**src/prhd_pkg.sv**
```systemverilog
package prhd_pkg;

    localparam int QUEUE_DEPTH = 4;

    localparam logic [7:0]  HDR_BYTE   = 8'h5a;
    localparam logic [7:0]  TRL_BYTE   = 8'ha5;
    localparam logic [20:0] POS_MAX    = 21'h1fffff;
    localparam logic [20:0] ENV_BYTES  = 21'd7;
    localparam logic [8:0]  FRAMES_MAX = 9'd256;
    localparam logic [4:0]  REGION_RST = 5'd31;
    localparam logic [7:0]  FRAME_RST  = 8'd255;
    localparam logic [10:0] ADDR_MAX   = 11'd1023;

    typedef enum logic {
        RK_HIT     = 1'b0,
        RK_SUMMARY = 1'b1
    } t_kind;

    typedef enum logic [1:0] {
        ERR_OK      = 2'd0,
        ERR_SHORT   = 2'd1,
        ERR_FRAMING = 2'd2,
        ERR_LENGTH  = 2'd3
    } t_err;

    typedef struct packed {
        t_kind       kind;
        logic [9:0]  base;
        logic [6:0]  map;
        logic [4:0]  region;
        logic [3:0]  enc;
        logic [7:0]  frame;
        logic [15:0] counter;
        logic [8:0]  frames;
        t_err        err;
    } t_job;

endpackage

```
**src/prhd_front.sv**
```systemverilog
module prhd_front (
    input  logic                 i_clk,
    input  logic                 i_rst_n,
    input  logic                 i_cfg_valid,
    input  logic                 i_cfg_emit_hits,
    input  logic                 i_accept,
    input  logic [7:0]           i_data_byte,
    input  logic                 i_end_of_packet,
    output logic                 o_push,
    output prhd_pkg::t_job       o_job
);

    typedef enum logic [2:0] {
        TK_NONE,
        TK_SKIP,
        TK_SHORT,
        TK_LONG_LO,
        TK_LONG_MAP
    } t_tok;

    logic        r_emit_hits;
    logic [20:0] r_pos,       n_pos;
    logic [19:0] r_plen,      n_plen;
    logic [15:0] r_cnt,       n_cnt;
    logic        r_first_bad, n_first_bad;
    t_tok        r_tok,       n_tok;
    logic [5:0]  r_lead,      n_lead;
    logic [7:0]  r_addr_lo,   n_addr_lo;
    logic [4:0]  r_region,    n_region;
    logic [7:0]  r_frame,     n_frame;
    logic [8:0]  r_frames,    n_frames;

    always_comb begin
        n_pos       = r_pos;
        n_plen      = r_plen;
        n_cnt       = r_cnt;
        n_first_bad = r_first_bad;
        n_tok       = r_tok;
        n_lead      = r_lead;
        n_addr_lo   = r_addr_lo;
        n_region    = r_region;
        n_frame     = r_frame;
        n_frames    = r_frames;
        o_push      = 1'b0;
        o_job       = '0;
        o_job.kind    = prhd_pkg::RK_HIT;
        o_job.err     = prhd_pkg::ERR_OK;
        o_job.region  = r_region;
        o_job.enc     = r_lead[5:2];
        o_job.frame   = r_frame;
        o_job.counter = r_cnt;
        o_job.frames  = r_frames;

        if (i_accept) begin
            if (i_end_of_packet) begin
                o_push       = 1'b1;
                o_job.kind   = prhd_pkg::RK_SUMMARY;
                o_job.region = '0;
                o_job.enc    = '0;
                o_job.frame  = '0;
                if (r_pos < prhd_pkg::ENV_BYTES) begin
                    o_job.err = prhd_pkg::ERR_SHORT;
                end else if (r_first_bad || i_data_byte != prhd_pkg::TRL_BYTE) begin
                    o_job.err = prhd_pkg::ERR_FRAMING;
                end else if (({1'b0, r_plen} + prhd_pkg::ENV_BYTES) != r_pos) begin
                    o_job.err = prhd_pkg::ERR_LENGTH;
                end else begin
                    o_job.err = prhd_pkg::ERR_OK;
                end
                n_pos       = '0;
                n_plen      = '0;
                n_cnt       = '0;
                n_first_bad = 1'b0;
                n_tok       = TK_NONE;
                n_lead      = '0;
                n_addr_lo   = '0;
                n_region    = prhd_pkg::REGION_RST;
                n_frame     = prhd_pkg::FRAME_RST;
                n_frames    = '0;
            end else begin
                if (r_pos != prhd_pkg::POS_MAX) begin
                    n_pos = r_pos + 21'd1;
                end
                case (r_pos)
                    21'd0: n_first_bad = (i_data_byte != prhd_pkg::HDR_BYTE);
                    21'd1: ;
                    21'd2: n_plen = {i_data_byte[3:0], 16'h0000};
                    21'd3: n_plen = r_plen | {4'h0, i_data_byte, 8'h00};
                    21'd4: n_plen = r_plen | {12'h000, i_data_byte};
                    21'd5: n_cnt  = {i_data_byte, 8'h00};
                    21'd6: n_cnt  = r_cnt | {8'h00, i_data_byte};
                    default: begin
                        unique case (r_tok) inside
                            TK_NONE: begin
                                if (i_data_byte[7]) begin
                                    if (i_data_byte[6] && !i_data_byte[5]) begin
                                        n_region = i_data_byte[4:0];
                                    end else if (i_data_byte[5] && !i_data_byte[4]) begin
                                        n_frame = r_frame + 8'd1;
                                        if (r_frames != prhd_pkg::FRAMES_MAX) begin
                                            n_frames = r_frames + 9'd1;
                                        end
                                        n_tok = TK_SKIP;
                                    end
                                end else begin
                                    n_lead = i_data_byte[5:0];
                                    n_tok  = i_data_byte[6] ? TK_SHORT : TK_LONG_LO;
                                end
                            end
                            TK_SKIP: n_tok = TK_NONE;
                            TK_LONG_LO: begin
                                n_addr_lo = i_data_byte;
                                n_tok     = TK_LONG_MAP;
                            end
                            TK_SHORT, TK_LONG_MAP: begin
                                o_push     = r_emit_hits;
                                o_job.base = {r_lead[1:0],
                                              (r_tok == TK_SHORT) ? i_data_byte : r_addr_lo};
                                o_job.map  = (r_tok == TK_LONG_MAP) ? i_data_byte[6:0] : 7'h00;
                                n_tok      = TK_NONE;
                            end
                            default: n_tok = TK_NONE;
                        endcase
                    end
                endcase
            end
        end
    end

    always_ff @(posedge i_clk) begin
        if (!i_rst_n) begin
            r_emit_hits <= 1'b1;
            r_pos       <= '0;
            r_plen      <= '0;
            r_cnt       <= '0;
            r_first_bad <= 1'b0;
            r_tok       <= TK_NONE;
            r_lead      <= '0;
            r_addr_lo   <= '0;
            r_region    <= prhd_pkg::REGION_RST;
            r_frame     <= prhd_pkg::FRAME_RST;
            r_frames    <= '0;
        end else begin
            if (i_cfg_valid) begin
                r_emit_hits <= i_cfg_emit_hits;
            end
            r_pos       <= n_pos;
            r_plen      <= n_plen;
            r_cnt       <= n_cnt;
            r_first_bad <= n_first_bad;
            r_tok       <= n_tok;
            r_lead      <= n_lead;
            r_addr_lo   <= n_addr_lo;
            r_region    <= n_region;
            r_frame     <= n_frame;
            r_frames    <= n_frames;
        end
    end

endmodule

```
**src/prhd_queue.sv**
```systemverilog
module prhd_queue #(
    parameter int DEPTH = prhd_pkg::QUEUE_DEPTH
) (
    input  logic           i_clk,
    input  logic           i_rst_n,
    input  logic           i_push,
    input  prhd_pkg::t_job i_job,
    input  logic           i_pop,
    output logic           o_full,
    output logic           o_empty,
    output prhd_pkg::t_job o_head
);

    localparam int PW = (DEPTH > 1) ? $clog2(DEPTH) : 1;
    localparam int CW = $clog2(DEPTH + 1);

    prhd_pkg::t_job r_mem [DEPTH];
    logic [PW-1:0]  r_wr, r_rd;
    logic [CW-1:0]  r_count;
    logic           do_push, do_pop;

    assign o_full  = (r_count == CW'(DEPTH));
    assign o_empty = (r_count == '0);
    assign o_head  = r_mem[r_rd];
    assign do_push = i_push && !o_full;
    assign do_pop  = i_pop && !o_empty;

    always_ff @(posedge i_clk) begin
        if (do_push) begin
            r_mem[r_wr] <= i_job;
        end
    end

    always_ff @(posedge i_clk) begin
        if (!i_rst_n) begin
            r_wr    <= '0;
            r_rd    <= '0;
            r_count <= '0;
        end else begin
            if (do_push) begin
                r_wr <= (r_wr == PW'(DEPTH - 1)) ? '0 : r_wr + PW'(1);
            end
            if (do_pop) begin
                r_rd <= (r_rd == PW'(DEPTH - 1)) ? '0 : r_rd + PW'(1);
            end
            if (do_push && !do_pop) begin
                r_count <= r_count + CW'(1);
            end else if (do_pop && !do_push) begin
                r_count <= r_count - CW'(1);
            end
        end
    end

endmodule

```
**src/prhd_back.sv**
```systemverilog
module prhd_back (
    input  logic           i_clk,
    input  logic           i_rst_n,
    input  logic           i_empty,
    input  prhd_pkg::t_job i_head,
    output logic           o_pop,
    input  logic           i_out_stall,
    output logic           o_out_valid,
    output logic           o_result_kind,
    output logic [9:0]     o_hit_column,
    output logic [8:0]     o_hit_row,
    output logic [7:0]     o_hit_frame,
    output logic [15:0]    o_event_counter,
    output logic [8:0]     o_frame_count,
    output logic [1:0]     o_error_code,
    output logic           o_last_result
);

    prhd_pkg::t_job r_job;
    logic [7:0]     r_mask;
    logic           r_out_valid;
    logic           r_kind;
    logic [9:0]     r_col;
    logic [8:0]     r_row;
    logic [7:0]     r_frame;
    logic [15:0]    r_cnt;
    logic [8:0]     r_frames;
    logic [1:0]     r_err;
    logic           r_last;

    logic [2:0]     sel;
    logic [7:0]     rest;
    logic [7:0]     load_mask;
    logic [9:0]     addr;
    logic           advance;
    logic           load;

    always_comb begin
        sel = '0;
        for (int i = 7; i >= 0; i--) begin
            if (r_mask[i]) begin
                sel = 3'(i);
            end
        end
        rest = r_mask & ~(8'h01 << sel);
        addr = r_job.base + {7'h00, sel};
    end

    always_comb begin
        load_mask = 8'h01;
        if (i_head.kind == prhd_pkg::RK_HIT) begin
            for (int i = 1; i <= 7; i++) begin
                load_mask[i] = i_head.map[i-1] &&
                               (({1'b0, i_head.base} + 11'(i)) <= prhd_pkg::ADDR_MAX);
            end
        end
    end

    assign advance = (r_mask != '0) && (!r_out_valid || !i_out_stall);
    assign load    = !i_empty && ((r_mask == '0) || (advance && rest == '0));
    assign o_pop   = load;

    always_ff @(posedge i_clk) begin
        if (!i_rst_n) begin
            r_mask      <= '0;
            r_out_valid <= 1'b0;
        end else begin
            if (load) begin
                r_mask <= load_mask;
            end else if (advance) begin
                r_mask <= rest;
            end
            if (advance) begin
                r_out_valid <= 1'b1;
            end else if (!i_out_stall) begin
                r_out_valid <= 1'b0;
            end
        end
    end

    always_ff @(posedge i_clk) begin
        if (load) begin
            r_job <= i_head;
        end
        if (advance) begin
            r_kind   <= r_job.kind;
            r_cnt    <= r_job.counter;
            r_frames <= r_job.frames;
            r_err    <= r_job.err;
            r_last   <= (rest == '0);
            if (r_job.kind == prhd_pkg::RK_SUMMARY) begin
                r_col   <= '0;
                r_row   <= '0;
                r_frame <= '0;
            end else begin
                r_col   <= {r_job.region, r_job.enc, addr[0] == addr[1]};
                r_row   <= addr[9:1];
                r_frame <= r_job.frame;
            end
        end
    end

    assign o_out_valid     = r_out_valid;
    assign o_result_kind   = r_kind;
    assign o_hit_column    = r_col;
    assign o_hit_row       = r_row;
    assign o_hit_frame     = r_frame;
    assign o_event_counter = r_cnt;
    assign o_frame_count   = r_frames;
    assign o_error_code    = r_err;
    assign o_last_result   = r_last;

endmodule

```
**src/pixel_readout_hit_decoder_unit.sv**
```systemverilog
// Pixel readout hit decoder.
// Input channel (i_in_valid / o_in_stall) carries one packet byte per transfer,
// with i_end_of_packet on the final byte. Envelope: 0x5a, length word, event
// counter, payload tokens, 0xa5.
// Output channel (o_out_valid / i_out_stall) carries pixel hits and one
// end-of-packet summary per packet; o_last_result marks the last result of a
// byte. A data-long token yields up to eight hits, one per unstalled cycle.
// Configuration channel (i_cfg_valid / o_cfg_ready, always ready) writes
// emit_hits; write it only while the block is idle.
// Throughput: one byte per cycle while the job queue has room; one result per
// cycle on the output unless stalled, so the back end's single result port
// sets the rate for bitmap runs. Results pass queue, job and output registers.
// The job queue (QUEUE_DEPTH entries) absorbs bursts; when full, o_in_stall
// rises. When the receiver stalls, the output register holds its result and
// the queue fills behind it.
// Reset (synchronous, active low) clears the packet state, empties the queue
// and sets emit_hits to 1.
module pixel_readout_hit_decoder_unit #(
    parameter int QUEUE_DEPTH = prhd_pkg::QUEUE_DEPTH
) (
    input  logic        i_clk,
    input  logic        i_rst_n,
    input  logic        i_cfg_valid,
    output logic        o_cfg_ready,
    input  logic        i_cfg_emit_hits,
    input  logic        i_in_valid,
    output logic        o_in_stall,
    input  logic [7:0]  i_data_byte,
    input  logic        i_end_of_packet,
    output logic        o_out_valid,
    input  logic        i_out_stall,
    output logic        o_result_kind,
    output logic [9:0]  o_hit_column,
    output logic [8:0]  o_hit_row,
    output logic [7:0]  o_hit_frame,
    output logic [15:0] o_event_counter,
    output logic [8:0]  o_frame_count,
    output logic [1:0]  o_error_code,
    output logic        o_last_result
);

    logic           accept;
    logic           push;
    logic           pop;
    logic           full;
    logic           empty;
    prhd_pkg::t_job job;
    prhd_pkg::t_job head;

    assign o_cfg_ready = 1'b1;
    assign o_in_stall  = full;
    assign accept      = i_in_valid && !full;

    prhd_front u_front (
        .i_clk           (i_clk),
        .i_rst_n         (i_rst_n),
        .i_cfg_valid     (i_cfg_valid),
        .i_cfg_emit_hits (i_cfg_emit_hits),
        .i_accept        (accept),
        .i_data_byte     (i_data_byte),
        .i_end_of_packet (i_end_of_packet),
        .o_push          (push),
        .o_job           (job)
    );

    prhd_queue #(
        .DEPTH (QUEUE_DEPTH)
    ) u_queue (
        .i_clk   (i_clk),
        .i_rst_n (i_rst_n),
        .i_push  (push),
        .i_job   (job),
        .i_pop   (pop),
        .o_full  (full),
        .o_empty (empty),
        .o_head  (head)
    );

    prhd_back u_back (
        .i_clk           (i_clk),
        .i_rst_n         (i_rst_n),
        .i_empty         (empty),
        .i_head          (head),
        .o_pop           (pop),
        .i_out_stall     (i_out_stall),
        .o_out_valid     (o_out_valid),
        .o_result_kind   (o_result_kind),
        .o_hit_column    (o_hit_column),
        .o_hit_row       (o_hit_row),
        .o_hit_frame     (o_hit_frame),
        .o_event_counter (o_event_counter),
        .o_frame_count   (o_frame_count),
        .o_error_code    (o_error_code),
        .o_last_result   (o_last_result)
    );

endmodule

```
**config.mk**
```make
export PLATFORM = sky130hd
export DESIGN_NAME = pixel_readout_hit_decoder_unit
export DESIGN_NICKNAME = d
export VERILOG_FILES = /design/src/prhd_pkg.sv /design/src/prhd_front.sv /design/src/prhd_queue.sv /design/src/prhd_back.sv /design/src/pixel_readout_hit_decoder_unit.sv
export SDC_FILE = /design/constraint.sdc
export NUM_CORES = 1
export LEC_CHECK = 0
export ABC_AREA = 1
export BUFFER_PORTS_ARGS = -buffer_cell sky130_fd_sc_hd__buf_2
export CORE_ASPECT_RATIO = 1.5
export CORE_MARGIN = 5
export CORE_UTILIZATION = 37
export CTS_CLUSTER_DIAMETER = 120
export DETAILED_ROUTE_END_ITERATION = 10
export SLEW_MARGIN = 25
export SYNTH_ARGS = -nofsm -noshare
export SYNTH_HDL_FRONTEND = slang
export SYNTH_HIERARCHICAL = 1
export SYNTH_SLANG_ARGS = --single-unit
```
**constraint.sdc**
```tcl
create_clock -name i_clk -period 6.3 [get_ports i_clk]
set_clock_uncertainty 0.1 [all_clocks]
set_input_delay 0.315 -clock i_clk [delete_from_list [all_inputs] [get_ports i_clk]]
set_output_delay 0.315 -clock i_clk [all_outputs]
set_load 0.005 [all_outputs]
```
* Yosys cells after proc, flatten, opt, wreduce, memory -nomap -nowiden
Memory sizes are Yosys's and may differ from the RTL's. A register that Yosys moved wholly into a read port is not among the register bits.
Index checks and enable logic that the tools add are counted.
** Storage, ports and cells
- Register bits :: 225
- Latch bits :: 0
- Memory bits (writable) :: 248
- Memory bits (read-only) :: 0
- Bits of input ports :: 15
- Output and inout bits :: 59
- Logic and storage cells :: 223
- Memories kept :: 1
** Memory list
- u_queue.r_mem :: words 4, width 62, rd ports 1, clocked after Yosys merged registers in 1, wr ports 1, RTL line prhd_queue.sv:17 : prhd_pkg::t_job r_mem [DEPTH];
** Operators by class
- $add $sub $neg :: 16
- $mul :: 0
- Div/mod/pow operators :: 0
- Magnitude comparators :: 8
- Equality and inequality tests :: 24
- Shift operators :: 1
- Muxes and demuxes :: 78
- Bitwise gates (word level) :: 5
- Reduce and logical (&&, ||, !) cells :: 58
** Operators with widths (number)
- two-way mux 8 bit :: 12
- <= comparator 11 x 10 -> 1 bit (second input constant) :: 7
- two-way mux 17 bit :: 4
- equality test 21 x 3 -> 1 bit (second input constant) :: 3
- two-way mux 9 bit :: 7
- case mux 20 bit (3 select lines) :: 1
- two-way mux 3 bit :: 15
- adder 10 x 3 -> 11 bit (second input constant) :: 4
- equality test 21 x 2 -> 1 bit (second input constant) :: 2
- two-way mux 21 bit :: 2
- two-way mux 35 bit :: 1
- case mux 16 bit (2 select lines) :: 1
- two-way mux 5 bit :: 5
- two-way mux 6 bit :: 4
- adder 10 x 2 -> 11 bit (second input constant) :: 2
- adder 20 x 3 -> 21 bit (second input constant) :: 1
- adder 21 x 1 -> 21 bit (second input constant) :: 1
- equality test 21 x 1 -> 1 bit (second input constant) :: 1
- logical NOT 21 bit :: 1
- less-than comparator 21 x 3 -> 1 bit (second input constant) :: 1
- inequality test 21 bit :: 1
- inequality test 21 bit (second input constant) :: 1
- two-way mux 20 bit :: 1
- OR 20 x 16 -> 20 bit :: 1
- other kinds (44) :: 111

* Longest topological paths before layout
Gate-level depths: netlist of the first run.
- Depth after elaboration :: 19
- Mapped depth :: 24
- Depth with buffers taken out :: 24

* By module
Netlist of the first run, hierarchy kept.
** Modules (own cells, without submodules)
- prhd_queue :: times used 1, cells an instance 672, area an instance 10273.6 µm², seq. area each 7627.3 µm²
- prhd_front :: times used 1, cells an instance 986, area an instance 6197.2 µm², seq. area each 1961.9 µm²
- prhd_back :: times used 1, cells an instance 465, area an instance 5305.1 µm², seq. area each 3513.4 µm²
- pixel_readout_hit_decoder_unit :: times used 1, cells an instance 4, area an instance 21.3 µm², seq. area each 0.0 µm²

* Worst setup path after synthesis of the first run
Ideal clock, no wire load.
- Kind :: register to register
- Start point :: register u_front.r_pos[0]
- End point :: memory u_queue/r_mem[0][0] (netlist name) (enable)
- Library setup time :: 0.482 ns
- Arrival :: 4.381 ns
- Data required time :: 5.718 ns
- Slack :: 1.337 ns
- Cell stages (with the launch flop) :: 10
- Buffers on the path :: 0
- Clock period less this slack :: 4.963 ns
- Cell sequence :: dfxtp_1 inv_1 ha_1 nand3_1 nand2_1 o21ai_2 nand3_2 o41ai_1 nand2_1 nor2_1
** Between the ends
- Cells in the longest elaborated chain, start to end :: 8
- Elaborated cells on any way between the ends :: 14
- Classes of those cells :: eq/ne: 6; mux: 5; reduce/logical: 3
** RTL lines
- from (decl) :: RTL line prhd_front.sv:22 : logic [20:0] r_pos, n_pos;
- from (signal assigned) :: RTL line prhd_front.sv:147 : r_pos <= n_pos;
- equality test 21 x 1 -> 1 bit (tied with other cells) :: RTL line prhd_front.sv:84 : case (r_pos)
- OR reduction 7 bit (no line) (*)
- two-way mux 1 bit (*) :: RTL line prhd_front.sv:84
- two-way mux 1 bit (*) :: RTL line prhd_front.sv:55 : if (i_end_of_packet) begin
- two-way mux 1 bit (*) :: RTL line prhd_front.sv:54 : if (i_accept) begin
- net push :: RTL line pixel_readout_hit_decoder_unit.sv:43 : logic push;
- logical AND 1 bit (*) :: RTL line prhd_queue.sv:25 : assign do_push = i_push && !o_full;
- two-way mux 1 bit (*) :: RTL line prhd_queue.sv:29 : if (do_push) begin
- two-way mux 1 bit (not written as such) (*) :: RTL line prhd_queue.sv:30 : r_mem[r_wr] <= i_job;
- to (decl) :: RTL line prhd_queue.sv:17
Mark *: on every way through the listed nets, which the timed path passes. The rest lies on a longest branch.

* Worst setup path after layout of the first run
- Start point :: register u_front.r_pos[0]
- End point :: memory u_queue/r_mem[1][12] (netlist name) (enable)
The elaborated chain is that of the path after synthesis.

==> results of run 1 <==
[flip-flops by register name, summed over array words and instances (netlist names), 9 cells and up, named ones only]
name and flops:
u_back/o_frame_count 9, u_front/r_plen 20, u_front/r_frames 9, u_front/r_pos 21, u_back/o_hit_column 10, u_back/r_job 55, u_back/o_hit_row 9, u_queue/r_mem 248
u_front/r_cnt 16, u_back/o_event_counter 16
[layout by cell type (no fill, tap or decap), types with 22 or more instances in the layout]
cell,n
buf_2,72
o21ai_0,165
nor2_2,68
clkbuf_16,48
nand4_1,23
dfxtp_1,115
nand2_1,293
ha_1,30
nor2_1,282
edfxtp_1,359
inv_1,213
nand3_1,159
nor3_1,27
o22ai_2,60
xor2_1,22
a21oi_1,89
[path summary, 6_finish.rpt]
kind / end / depth (start not counted)
setup / recovery: u_queue/r_mem[1][12] / 11
hold / removal: u_front/r_plen[7] / 3
setup reg to reg: u_queue/r_mem[1][12] / 11
hold reg to reg: u_back/o_event_counter[10] / 0
[cell families (layout without fill, tap and decap cells)]
group,after synthesis,in the layout,share of synthesized area (%)
DFF,475,475,60.11
adders and majority gates,31,31,1.814
buffers and inverters,309,405,6.618
xor gates and xnor gates,31,31,1.378
and+or+nand+nor,904,904,18.73
AOI/OAI and AO/OA,376,376,11.33
other,1,1,0.01720
[metal layers]
| layer | up-vias | part of all wire [%] |
|---|---|---|
| met5 | - | 0 |
| met4 | 0 | 3.9 |
| met3 | 108 | 3.3 |
| met2 | 329 | 55 |
| met1 | 7324 | 38 |
| li1 | 7422 | - |
[area by class of cell]
class	count	area [sq um]
timing repair buffer	95	543.0
tap	777	972.2
inverter	227	862.1
clock buffer	64	1321
clock inverter	19	306.5
multi-input combinational	1343	7282
fill	5653	34250
sequential	475	13110
[power by group]
group	switching, mW	internal [mW]	total (mW)	leakage (nW)
combinational	2.17	0.834	3.00	4.04
clock	1.19	1.76	2.95	0.790
sequential	0.253	4.38	4.63	4.34
total	3.60	6.98	10.6	9.18
[metrics by stage]
stage	setup WS [ns]	instances	power (mW)	instance area, sq um	util, %
after floorplan	1.337	2127	6.799	21800	-
after global placement	2.224	2913	7.728	22730	38.75
after detailed placement	2.144	2913	7.781	22730	38.75
after CTS	2.121	3000	10.77	24390	41.60
after global routing	1.891	3000	11.25	24390	41.60
final	2.195	3000	10.58	24390	41.60
[worst max-delay path: cells and delay by family (launching register included)]
| kind | cells | cell delay, ns |
|---|---|---|
| flops | 1 | 0.35 |
| fa+ha+maj | 1 | 0.26 |
| buf+inv | 3 | 0.97 |
| compound gates | 1 | 0.43 |
| simple gates | 6 | 1.57 |
[timing repair]
item,4_1_cts,5_1_grt
endpoints found under the hold margin,4,0
hold buffers,4,0
endpoints found under the setup margin,0,0
==> impl_metrics.csv, run 1 <==
group,metric,value,unit
floorplan,placeableCoreArea,0.05864,sq mm
drt,drc,0,
placement,routabilityCongestion,0.8737,
synthesis,synthFlopType,"edfxtp_1",
synthesis,synth_edf_count,359,
worst_setup_path,start_kind,"register",
grt,grt_pass1_wl,83520,um
floorplan,chipWidth,208.2,um
clock_tree,cts_tree,"yes",
worst_setup_path,cp_cell_sequence,"ha_1 > inv_1 > nor3_1 > nand3_1 > nand2_1 > inv_1 > nand3_2 > o41ai_1 > nand2_1 > nor2_4 > buf_4",
synthesis,postSynthCellCount,2127,
drt,drtAntennaViolNets,0,
worst_setup_path,startpoint,"u_front/r_pos[0]",
floorplan,start_util,37.17,%
worst_setup_path,cp_max_fo,38,
sta,period_needed,4.105,ns
worst_setup_path,reg2reg_from,"u_front/r_pos[0]",
worst_setup_path,required,6.39,ns
drt,dr.first_iter.drc_count,958,
sta,finalHoldViolCount,0,
sta,fmax,0.2436,GHz
grt,grt_use_met1,17.40,%
placement,port_buffers,72,
clock_tree,htreeDepth,2,
synthesis,yosys-top-cells-area,"edfxtp_1, dfxtp_1, nand2_1, nor2_1, o21ai_0",
hold_path,worstHoldPathType,"in -> reg",
synthesis,syn_nets,2173,
synthesis,yosys.area.top_type,"edfxtp_1",
clock_tree,cts_root_buf,"clkbuf_16",
sta,tns,0,ns
clock_tree,cts.repair.resized,0,
sta,whs,0.02849,ns
grt,grt_antenna_before_repair,0,
drt,wl_per_cell,17.69,um
drt,dr.pass1.iters,7,
clock_tree,cts_setup_buffers,0,
synthesis,syn-cell-area,0.02180,sq mm
sta,worst_pin_slew,0.9466,ns
clock_tree,clk_pin_slew_worst_paths,0.07,ns
clock_tree,clockBufferDepth,3,
placement,dpl.hpwl,36270,um
flow_run,maxCapViolations,0,
worst_setup_path,cpMaxStageDelayCell,"nor2_4",
sta,maxSlewHeadroom,36.75,%
sta,maxSlewViolCount,0,
grt,grt_max_degree,125,
grt,grt_pass1_vias,15250,
worst_setup_path,critPathKind,"reg -> reg",
clock_tree,clk_latency,0.56,ns
hold_path,holdCritStartpoint,"i_data_byte[7]",
final_layout,drive_above_1_share,15.52,%
run_status,status,"finished, final reports clean",
worst_setup_path,max_stage_delay,0.76,ns
power_and_ir_drop,power_per_cell_area,433.7,mW/mm^2
synthesis,synthArstFlopShare,0,%
power_and_ir_drop,irDropWorstVdd,0.0005030,V
synthesis,ys_ff_latch,475,
sta,grt_setup_unrepaired,"no",
drt,viasPerCell,5.061,
clock_tree,cts_buffers,45,
floorplan,rows,109,
synthesis,syn_avg_cell_area,10.25,sq um
worst_setup_path,r2r_setup_slack,2.20,ns
floorplan,die_h,307.3,um
grt,grt_busiest_layer,"met2",
power_and_ir_drop,leakage,9.175,nW
worst_setup_path,worstSetupEndpointType,"register",
synthesis,yosysSeqAreaShare,60.11,%
drt,vias,15180,
final_layout,syn_to_final_growth,11.91,%
grt,grt_use_total,16.19,%
drt,wl,53070,um
floorplan,pin_count,74,
worst_setup_path,crit_arrival,4.19,ns
synthesis,synth_common_cells,"edfxtp_1, nand2_1, nor2_1",
synthesis,yosys_warnings,6,
floorplan,dieArea,0.06396,sq mm
synthesis,synth_top_area_share,49.46,%
grt,gr-usage-met2,31.89,%
synthesis,synth.most_common_cell,"edfxtp_1",
final_layout,finalNetCount,2233,
grt,gr-total-overflow,0,
clock_tree,cts_sinks,475,
synthesis,synthDistinctLibCells,58,
sta,min_period_over_period,65.16,%
final_layout,diodes,0,
grt,grt_use_met3,1.865,%
sta,setup_viol,0,
No activity file was read; power rests on OpenSTA's default activity.
==> inputs of run 2 (changes only) <==
==> constraint.sdc (replaced) <==
create_clock -name i_clk -period 3.47 [get_ports i_clk]
set_clock_uncertainty 0.1 [all_clocks]
set_input_delay 0.1735 -clock i_clk [delete_from_list [all_inputs] [get_ports i_clk]]
set_output_delay 0.1735 -clock i_clk [all_outputs]
set_load 0.005 [all_outputs]
==> run 2 against run 1 <==
Effect of this change: via count is 1.5% higher; count of clock-buffer cells in the layout is 1 lower; combinational power is 94% higher; register-to-register slack worse by 1.8 ns; total power is 78% higher; sequential share of layout area is 0.22 points lower; largest power group unchanged.
==> impl_metrics.csv, run 2 (synthesized netlist as in run 1, its figures left out) <==
group,metric,value,unit
run_status,status,"finished, final reports clean",
drt,wl,54130,um
clock_tree,cts_root_buf,"clkbuf_16",
final_layout,largestRegisters,"u_queue/r_mem x248, u_back/r_job x55, u_front/r_pos x21",
worst_setup_path,reg2reg_depth,20,
grt,grt_busiest_layer,"met2",
sta,maxSlewHeadroom,43.36,%
worst_setup_path,r2r_setup_slack,0.42,ns
power_and_ir_drop,power_per_cell_area,769.0,mW/mm^2
final_layout,mostFrequentLayoutCell,"edfxtp_1",
sta,finalHoldViolCount,0,
final_layout,syn_to_final_growth,12.39,%
worst_setup_path,start_kind,"register",
drt,viasPerCell,5.088,
grt,grt_use_total,16.63,%
placement,placed_area,0.02302,sq mm
final_layout,mostFrequentLayoutCells,"edfxtp_1, nand2_1, nor2_1",
worst_setup_path,required,3.84,ns
flow_run,maxCapViolations,0,
clock_tree,htreeDepth,2,
final_layout,final_cell_area,0.02450,sq mm
sta,grt_setup_unrepaired,"no",
worst_setup_path,startpoint,"u_front/r_pos[0]",
worst_setup_path,crit_arrival,3.41,ns
sta,period_needed,3.045,ns
grt,grt_pass1_vias,15380,
power_and_ir_drop,irDropWorstVdd,0.0009977,V
placement,routabilityCongestion,0.9603,
grt,grt_pass1_wl,85790,um
sta,setup_slack,0.4247,ns
floorplan,pin_count,74,
clock_tree,clockBufferDepth,3,
floorplan,chipWidth,208.2,um
drt,vias,15410,
final_layout,fill_cells,5656,
hold_path,worstHoldPathType,"in -> reg",
worst_setup_path,crit_top_cell,"inv_1",
drt,drc,0,
grt,grt_use_met3,1.814,%
clock_tree,cts_buffers,44,
grt,grt_antenna_before_repair,0,
final_layout,regMostFlops,"u_queue/r_mem",
grt,gr-total-overflow,0,
worst_setup_path,max_stage_delay,0.38,ns
final_layout,finalNetCount,2261,
worst_setup_path,r2r_end,"u_queue/r_count[2]",
grt,gr-usage-met2,32.13,%
floorplan,rows,109,
clock_tree,cts_sinks,475,
floorplan,dieArea,0.06396,sq mm
power_and_ir_drop,p_total,18.84,mW
clock_tree,clk_pin_slew_worst_paths,0.07,ns
placement,port_buffers,72,
worst_setup_path,critPathKind,"reg -> reg",
worst_setup_path,cpMaxStageDelayCell,"fa_1",
drt,dr.pass1.iters,6,
grt,grt_max_degree,67,
floorplan,die_h,307.3,um
final_layout,largest_register_ffs,248,
grt,grt_use_met1,18.28,%
sta,min_period_over_period,87.76,%
placement,place_inst,2935,
drt,dr.first_iter.drc_count,1100,
final_layout,drive_above_1_share,16.13,%
drt,wl_per_cell,17.88,um
power_and_ir_drop,leakage,9.214,nW
floorplan,start_util,37.17,%
final_layout,diodes,0,
sta,setup_viol,0,
placement,post-place-ws,0.3969,ns
sta,worst_pin_slew,0.8496,ns
worst_setup_path,worstSetupEndpointType,"register",
drt,drtAntennaViolNets,0,
clock_tree,clk_latency,0.57,ns
sta,maxSlewViolCount,0,
sta,fmax,0.3284,GHz
worst_setup_path,cp_cell_sequence,"ha_1 > inv_1 > nor3_1 > nand3_1 > nand2_1 > inv_1 > nand3_2 > o41ai_2 > buf_4 > nand2_1 > inv_1 > ha_4 > inv_1 > fa_1 > inv_1 > nand2_1 > nand3_1 > nand2_1 > inv_1 > nor2_1",
worst_setup_path,cp_max_fo,6,
placement,dpl.hpwl,37070,um
final_layout,fin_cells,3028,
clock_tree,cts_tree,"yes",
worst_setup_path,reg2reg_from,"u_front/r_pos[0]",
worst_setup_path,cp-endpoint,"u_queue/r_count[2]",
floorplan,placeableCoreArea,0.05864,sq mm
sta,tns,0,ns
hold_path,hold_depth,5,
clock_tree,cts_setup_buffers,0,
[run 2: cell count changes in the layout (fill, tap and decap cells not counted), sizes merged]
cell         before  now
buf              91  113
bufinv            7    0
clkbuf           64   63
clkinv            7   16
dlygate4sd3       4   11
inv             230  228
[run 2: per-stage QoR]
stage | hold slack [ns] | util, %
floorplan | 0.1739 | -
global placement | 0.2863 | 39.25
detailed placement | 0.2974 | 39.25
CTS | 0.01062 | 41.76
global route | 0.04528 | 41.77
finish | 0.04893 | 41.77
[run 2: critical path, delay by kind of cell (launching register included)]
family,cells,cell delay [ns]
compound gates,1,0.25
fa+ha+maj,3,0.78
buf+inv,7,0.78
flops,1,0.36
simple gates,9,0.70
[run 2: power breakdown]
group	internal, mW	switching [mW]	total [mW]	leakage (nW)
Sequential	7.95	0.444	8.39	4.34
Combinational	1.70	4.14	5.83	4.20
Clock	2.50	2.12	4.61	0.669
[run 2: timing repair]
item,in CTS,in global routing
hold buffers,11,0
setup endpoints to repair,0,1
resized for setup,0,1
endpoints found under the hold margin,29,0
[run 2: area by class of cell]
class                      count  area, sq um  share of cell area (%)
timing repair buffer         124        853.3                   3.483
multi-input combinational   1343         7318                   29.87
clock buffer                  63         1225                   5.000
sequential                   475        13110                   53.51
clock inverter                19        136.4                  0.5567
tap                          777        972.2                   3.969
inverter                     227        884.6                   3.611
[run 2: worst min path at each step]
stage / start / end / slack [ns]
floorplan: i_cfg_valid / u_front/r_emit_hits / 0.17
global placement: i_cfg_valid / u_front/r_emit_hits / 0.29
detailed placement: i_cfg_valid / u_front/r_emit_hits / 0.30
CTS: i_rst_n / u_front/r_pos[17] / 0.01
global route: i_rst_n / u_front/r_pos[17] / 0.05
finish: i_rst_n / u_front/r_pos[17] / 0.05
[run 2: metal layers]
layer	routed length, um	vias to the layer above
li1	-	7454
met1	20650	7447
met2	29040	381
met3	2048	125
met4	2390	0
met5	0	-
==> inputs of run 3 (changes only) <==
--- a/config.mk
+++ b/config.mk
@@ -5,7 +5,6 @@
 export SDC_FILE = /design/constraint.sdc
 export NUM_CORES = 1
 export LEC_CHECK = 0
-export ABC_AREA = 1
 export BUFFER_PORTS_ARGS = -buffer_cell sky130_fd_sc_hd__buf_2
 export CORE_ASPECT_RATIO = 1.5
 export CORE_MARGIN = 5
==> run 3 against run 2 <==
Effect of this change: first-iteration DRC count decreased by 51%; routed wire length decreased by 21%; setup slack got worse by 0.14 ns; sequential share of layout area increased by 4.8 points; total power decreased by 6.0%; sequential power decreased by 2.6%; synthesized cell count decreased by 37%; sequential cell count unchanged; die area decreased by 9.6%; non-clock buffer count decreased by 1; count of clock-buffer cells in the layout increased by 3; highest routed layer unchanged.
==> impl_metrics.csv, run 3 <==
group,metric,value,unit
run_status,status,"finished, final reports clean",
sta,setup_viol,0,
synthesis,ys_ff_latch,475,
sta,tns,0,ns
floorplan,die_h,292.0,um
floorplan,rows,103,
final_layout,fin_util,42.80,%
clock_tree,cts_tree,"yes",
worst_setup_path,cp_max_fo,6,
synthesis,postSynthCellCount,1342,
grt,grt_antenna_before_repair,0,
placement,port_buffers,72,
worst_setup_path,start_kind,"register",
synthesis,synth_common_cells,"edfxtp_1, dfxtp_1, nor2_1",
grt,grt_pass1_wl,67170,um
final_layout,diodes,0,
drt,wl,42920,um
final_layout,finalNetCount,1489,
drt,dr.first_iter.drc_count,541,
placement,dpl.hpwl,28040,um
synthesis,synth.most_common_cell,"edfxtp_1",
flow_run,maxCapViolations,0,
synthesis,yosys_warnings,6,
synthesis,synth_top_area_share,54.97,%
grt,grt_max_degree,58,
synthesis,yosys.area.top_type,"edfxtp_1",
sta,maxSlewViolCount,0,
synthesis,synth_edf_count,359,
clock_tree,clockBufferDepth,3,
synthesis,synthDistinctLibCells,78,
sta,fmax,0.3144,GHz
grt,grt_use_total,14.74,%
synthesis,syn_avg_cell_area,14.61,sq um
final_layout,regMostFlops,"u_queue/r_mem",
sta,maxSlewHeadroom,42.78,%
sta,min_period_over_period,91.66,%
floorplan,start_util,37.30,%
final_layout,mostFrequentLayoutCell,"edfxtp_1",
drt,vias,11380,
floorplan,placeableCoreArea,0.05258,sq mm
grt,grt_pass1_vias,11920,
synthesis,yosysSeqAreaShare,66.81,%
grt,gr-total-overflow,0,
final_layout,syn_to_final_growth,14.74,%
worst_setup_path,crit_arrival,3.56,ns
floorplan,dieArea,0.05781,sq mm
final_layout,largest_register_ffs,248,
sta,grt_setup_unrepaired,"no",
floorplan,chipWidth,198.0,um
drt,wl_per_cell,19.85,um
clock_tree,cts_root_buf,"clkbuf_16",
drt,dr.pass1.iters,5,
clock_tree,clk_latency,0.55,ns
synthesis,yosys-top-cells-area,"edfxtp_1, dfxtp_1, mux4_2, xnor2_1, ha_1",
power_and_ir_drop,irDropWorstVdd,0.0007700,V
final_layout,largestRegisters,"u_queue/r_mem x248, u_back/r_job x55, u_front/r_pos x21",
sta,finalHoldViolCount,0,
synthesis,synthFlopType,"edfxtp_1",
sta,period_needed,3.181,ns
worst_setup_path,worstSetupEndpointType,"register",
synthesis,synthArstFlopShare,0,%
drt,drc,0,
clock_tree,htreeDepth,2,
clock_tree,cts_sinks,475,
hold_path,worstHoldPathType,"in -> reg",
synthesis,syn-cell-area,0.01961,sq mm
sta,worst_pin_slew,0.8531,ns
synthesis,syn_nets,1388,
power_and_ir_drop,power_per_cell_area,787.1,mW/mm^2
drt,viasPerCell,5.262,
final_layout,drive_above_1_share,18.72,%
final_layout,mostFrequentLayoutCells,"edfxtp_1, dfxtp_1, nor2_1",
clock_tree,clk_pin_slew_worst_paths,0.07,ns
drt,drtAntennaViolNets,0,
worst_setup_path,critPathKind,"reg -> reg",
clock_tree,cts_buffers,45,
placement,routabilityCongestion,0.8768,
clock_tree,cts_setup_buffers,0,
power_and_ir_drop,leakage,7.545,nW
worst_setup_path,required,3.85,ns
floorplan,pin_count,74,
## run 3: changes by cell type after synthesis, sizes merged, moves of 15 or more
cell	delta
nand3	-121
a21oi	-39
xnor2	+36
nor2	-268
nand2	-233
mux4	+62
clkbuf	+15
inv	-194
o22ai	-59
and2	+39
a22o	+18
nor2b	+33
o21ai	-149
buf	-28
## run 3: power by group
part | total (mW) | switching [mW] | internal, mW
Combinational | 4.40 | 2.69 | 1.71
Clock | 5.14 | 2.11 | 3.03
Sequential | 8.17 | 0.417 | 7.76
## run 3: kinds of logic after synthesis
family,share of synthesized area (%)
simple gates,10.92
fa+ha+maj,2.220
mux,7.879
buf+inv,2.654
other cells,0.01912
flops,66.81
xor+xnor,2.992
compound gates,6.507
## run 3: area by class of cell
cell class | count | area [sq um]
Sequential cell | 475 | 13110
Tap cell | 682 | 853.3
Inverter | 32 | 120.1
Timing Repair Buffer | 123 | 815.8
Fill cell | 4726 | 30080
Clock inverter | 18 | 215.2
Multi-Input combinational cell | 766 | 6030
Clock buffer | 66 | 1359
## run 3: per-stage QoR
| stage | hold WS, ns | power (mW) | std cells | area [sq um] | worst slack, ns |
|---|---|---|---|---|---|
| global route | 0.004641 | 18.69 | 2162 | 22500 | 0.02401 |
| CTS | 0.004243 | 18.04 | 2162 | 22480 | 0.06896 |
| floorplan | 0.2019 | 11.32 | 1342 | 19620 | 0.1114 |
| detailed placement | 0.3052 | 12.85 | 2072 | 20850 | 0.09211 |
| finish | 0.03411 | 17.71 | 2162 | 22500 | 0.2894 |
| global placement | 0.3013 | 12.73 | 2071 | 20830 | 0.2333 |
## run 3: timing repair
action / CTS / global route
hold buffers: 6 / 0
endpoints found under the setup margin: 0 / 1
resized for setup: 0 / 5
hold endpoints to repair: 15 / 0
## run 3: path summary, 6_finish.rpt
path	start	end	slack [ns]	cells past startpoint
hold / removal	i_data_byte[1]	u_front/r_plen[1]	0.03	3
setup / recovery	u_front/r_pos[0]	u_queue/r_count[2]	0.29	14
hold reg to reg	u_back/r_job[5]	u_back/o_frame_count[3]	0.32	0
setup reg to reg	u_front/r_pos[0]	u_queue/r_count[2]	0.29	14
## run 3: worst max-delay path, cell delays in order, from the launching register on
cell and delay, ns:
dfxtp_2 0.39, inv_1 0.10, ha_1 0.30, a2111oi_4 0.32, o21ai_1 0.14, nor3_2 0.17, nand2_1 0.07, nand2_1 0.06
nor2b_1 0.19, ha_1 0.21, inv_1 0.06, fa_1 0.37, xor2_1 0.16, or3_1 0.30, a21boi_0 0.16
## run 3: layer usage
| layer | track usage [%] | vias to the layer above | wire (um) |
|---|---|---|---|
| li1 | - | 5314 | - |
| met1 | 16.46 | 5710 | 16230 |
| met2 | 27.60 | 248 | 23310 |
| met3 | 2.135 | 104 | 1650 |
| met4 | 6.335 | 0 | 1732 |
| met5 | 0 | - | 0 |
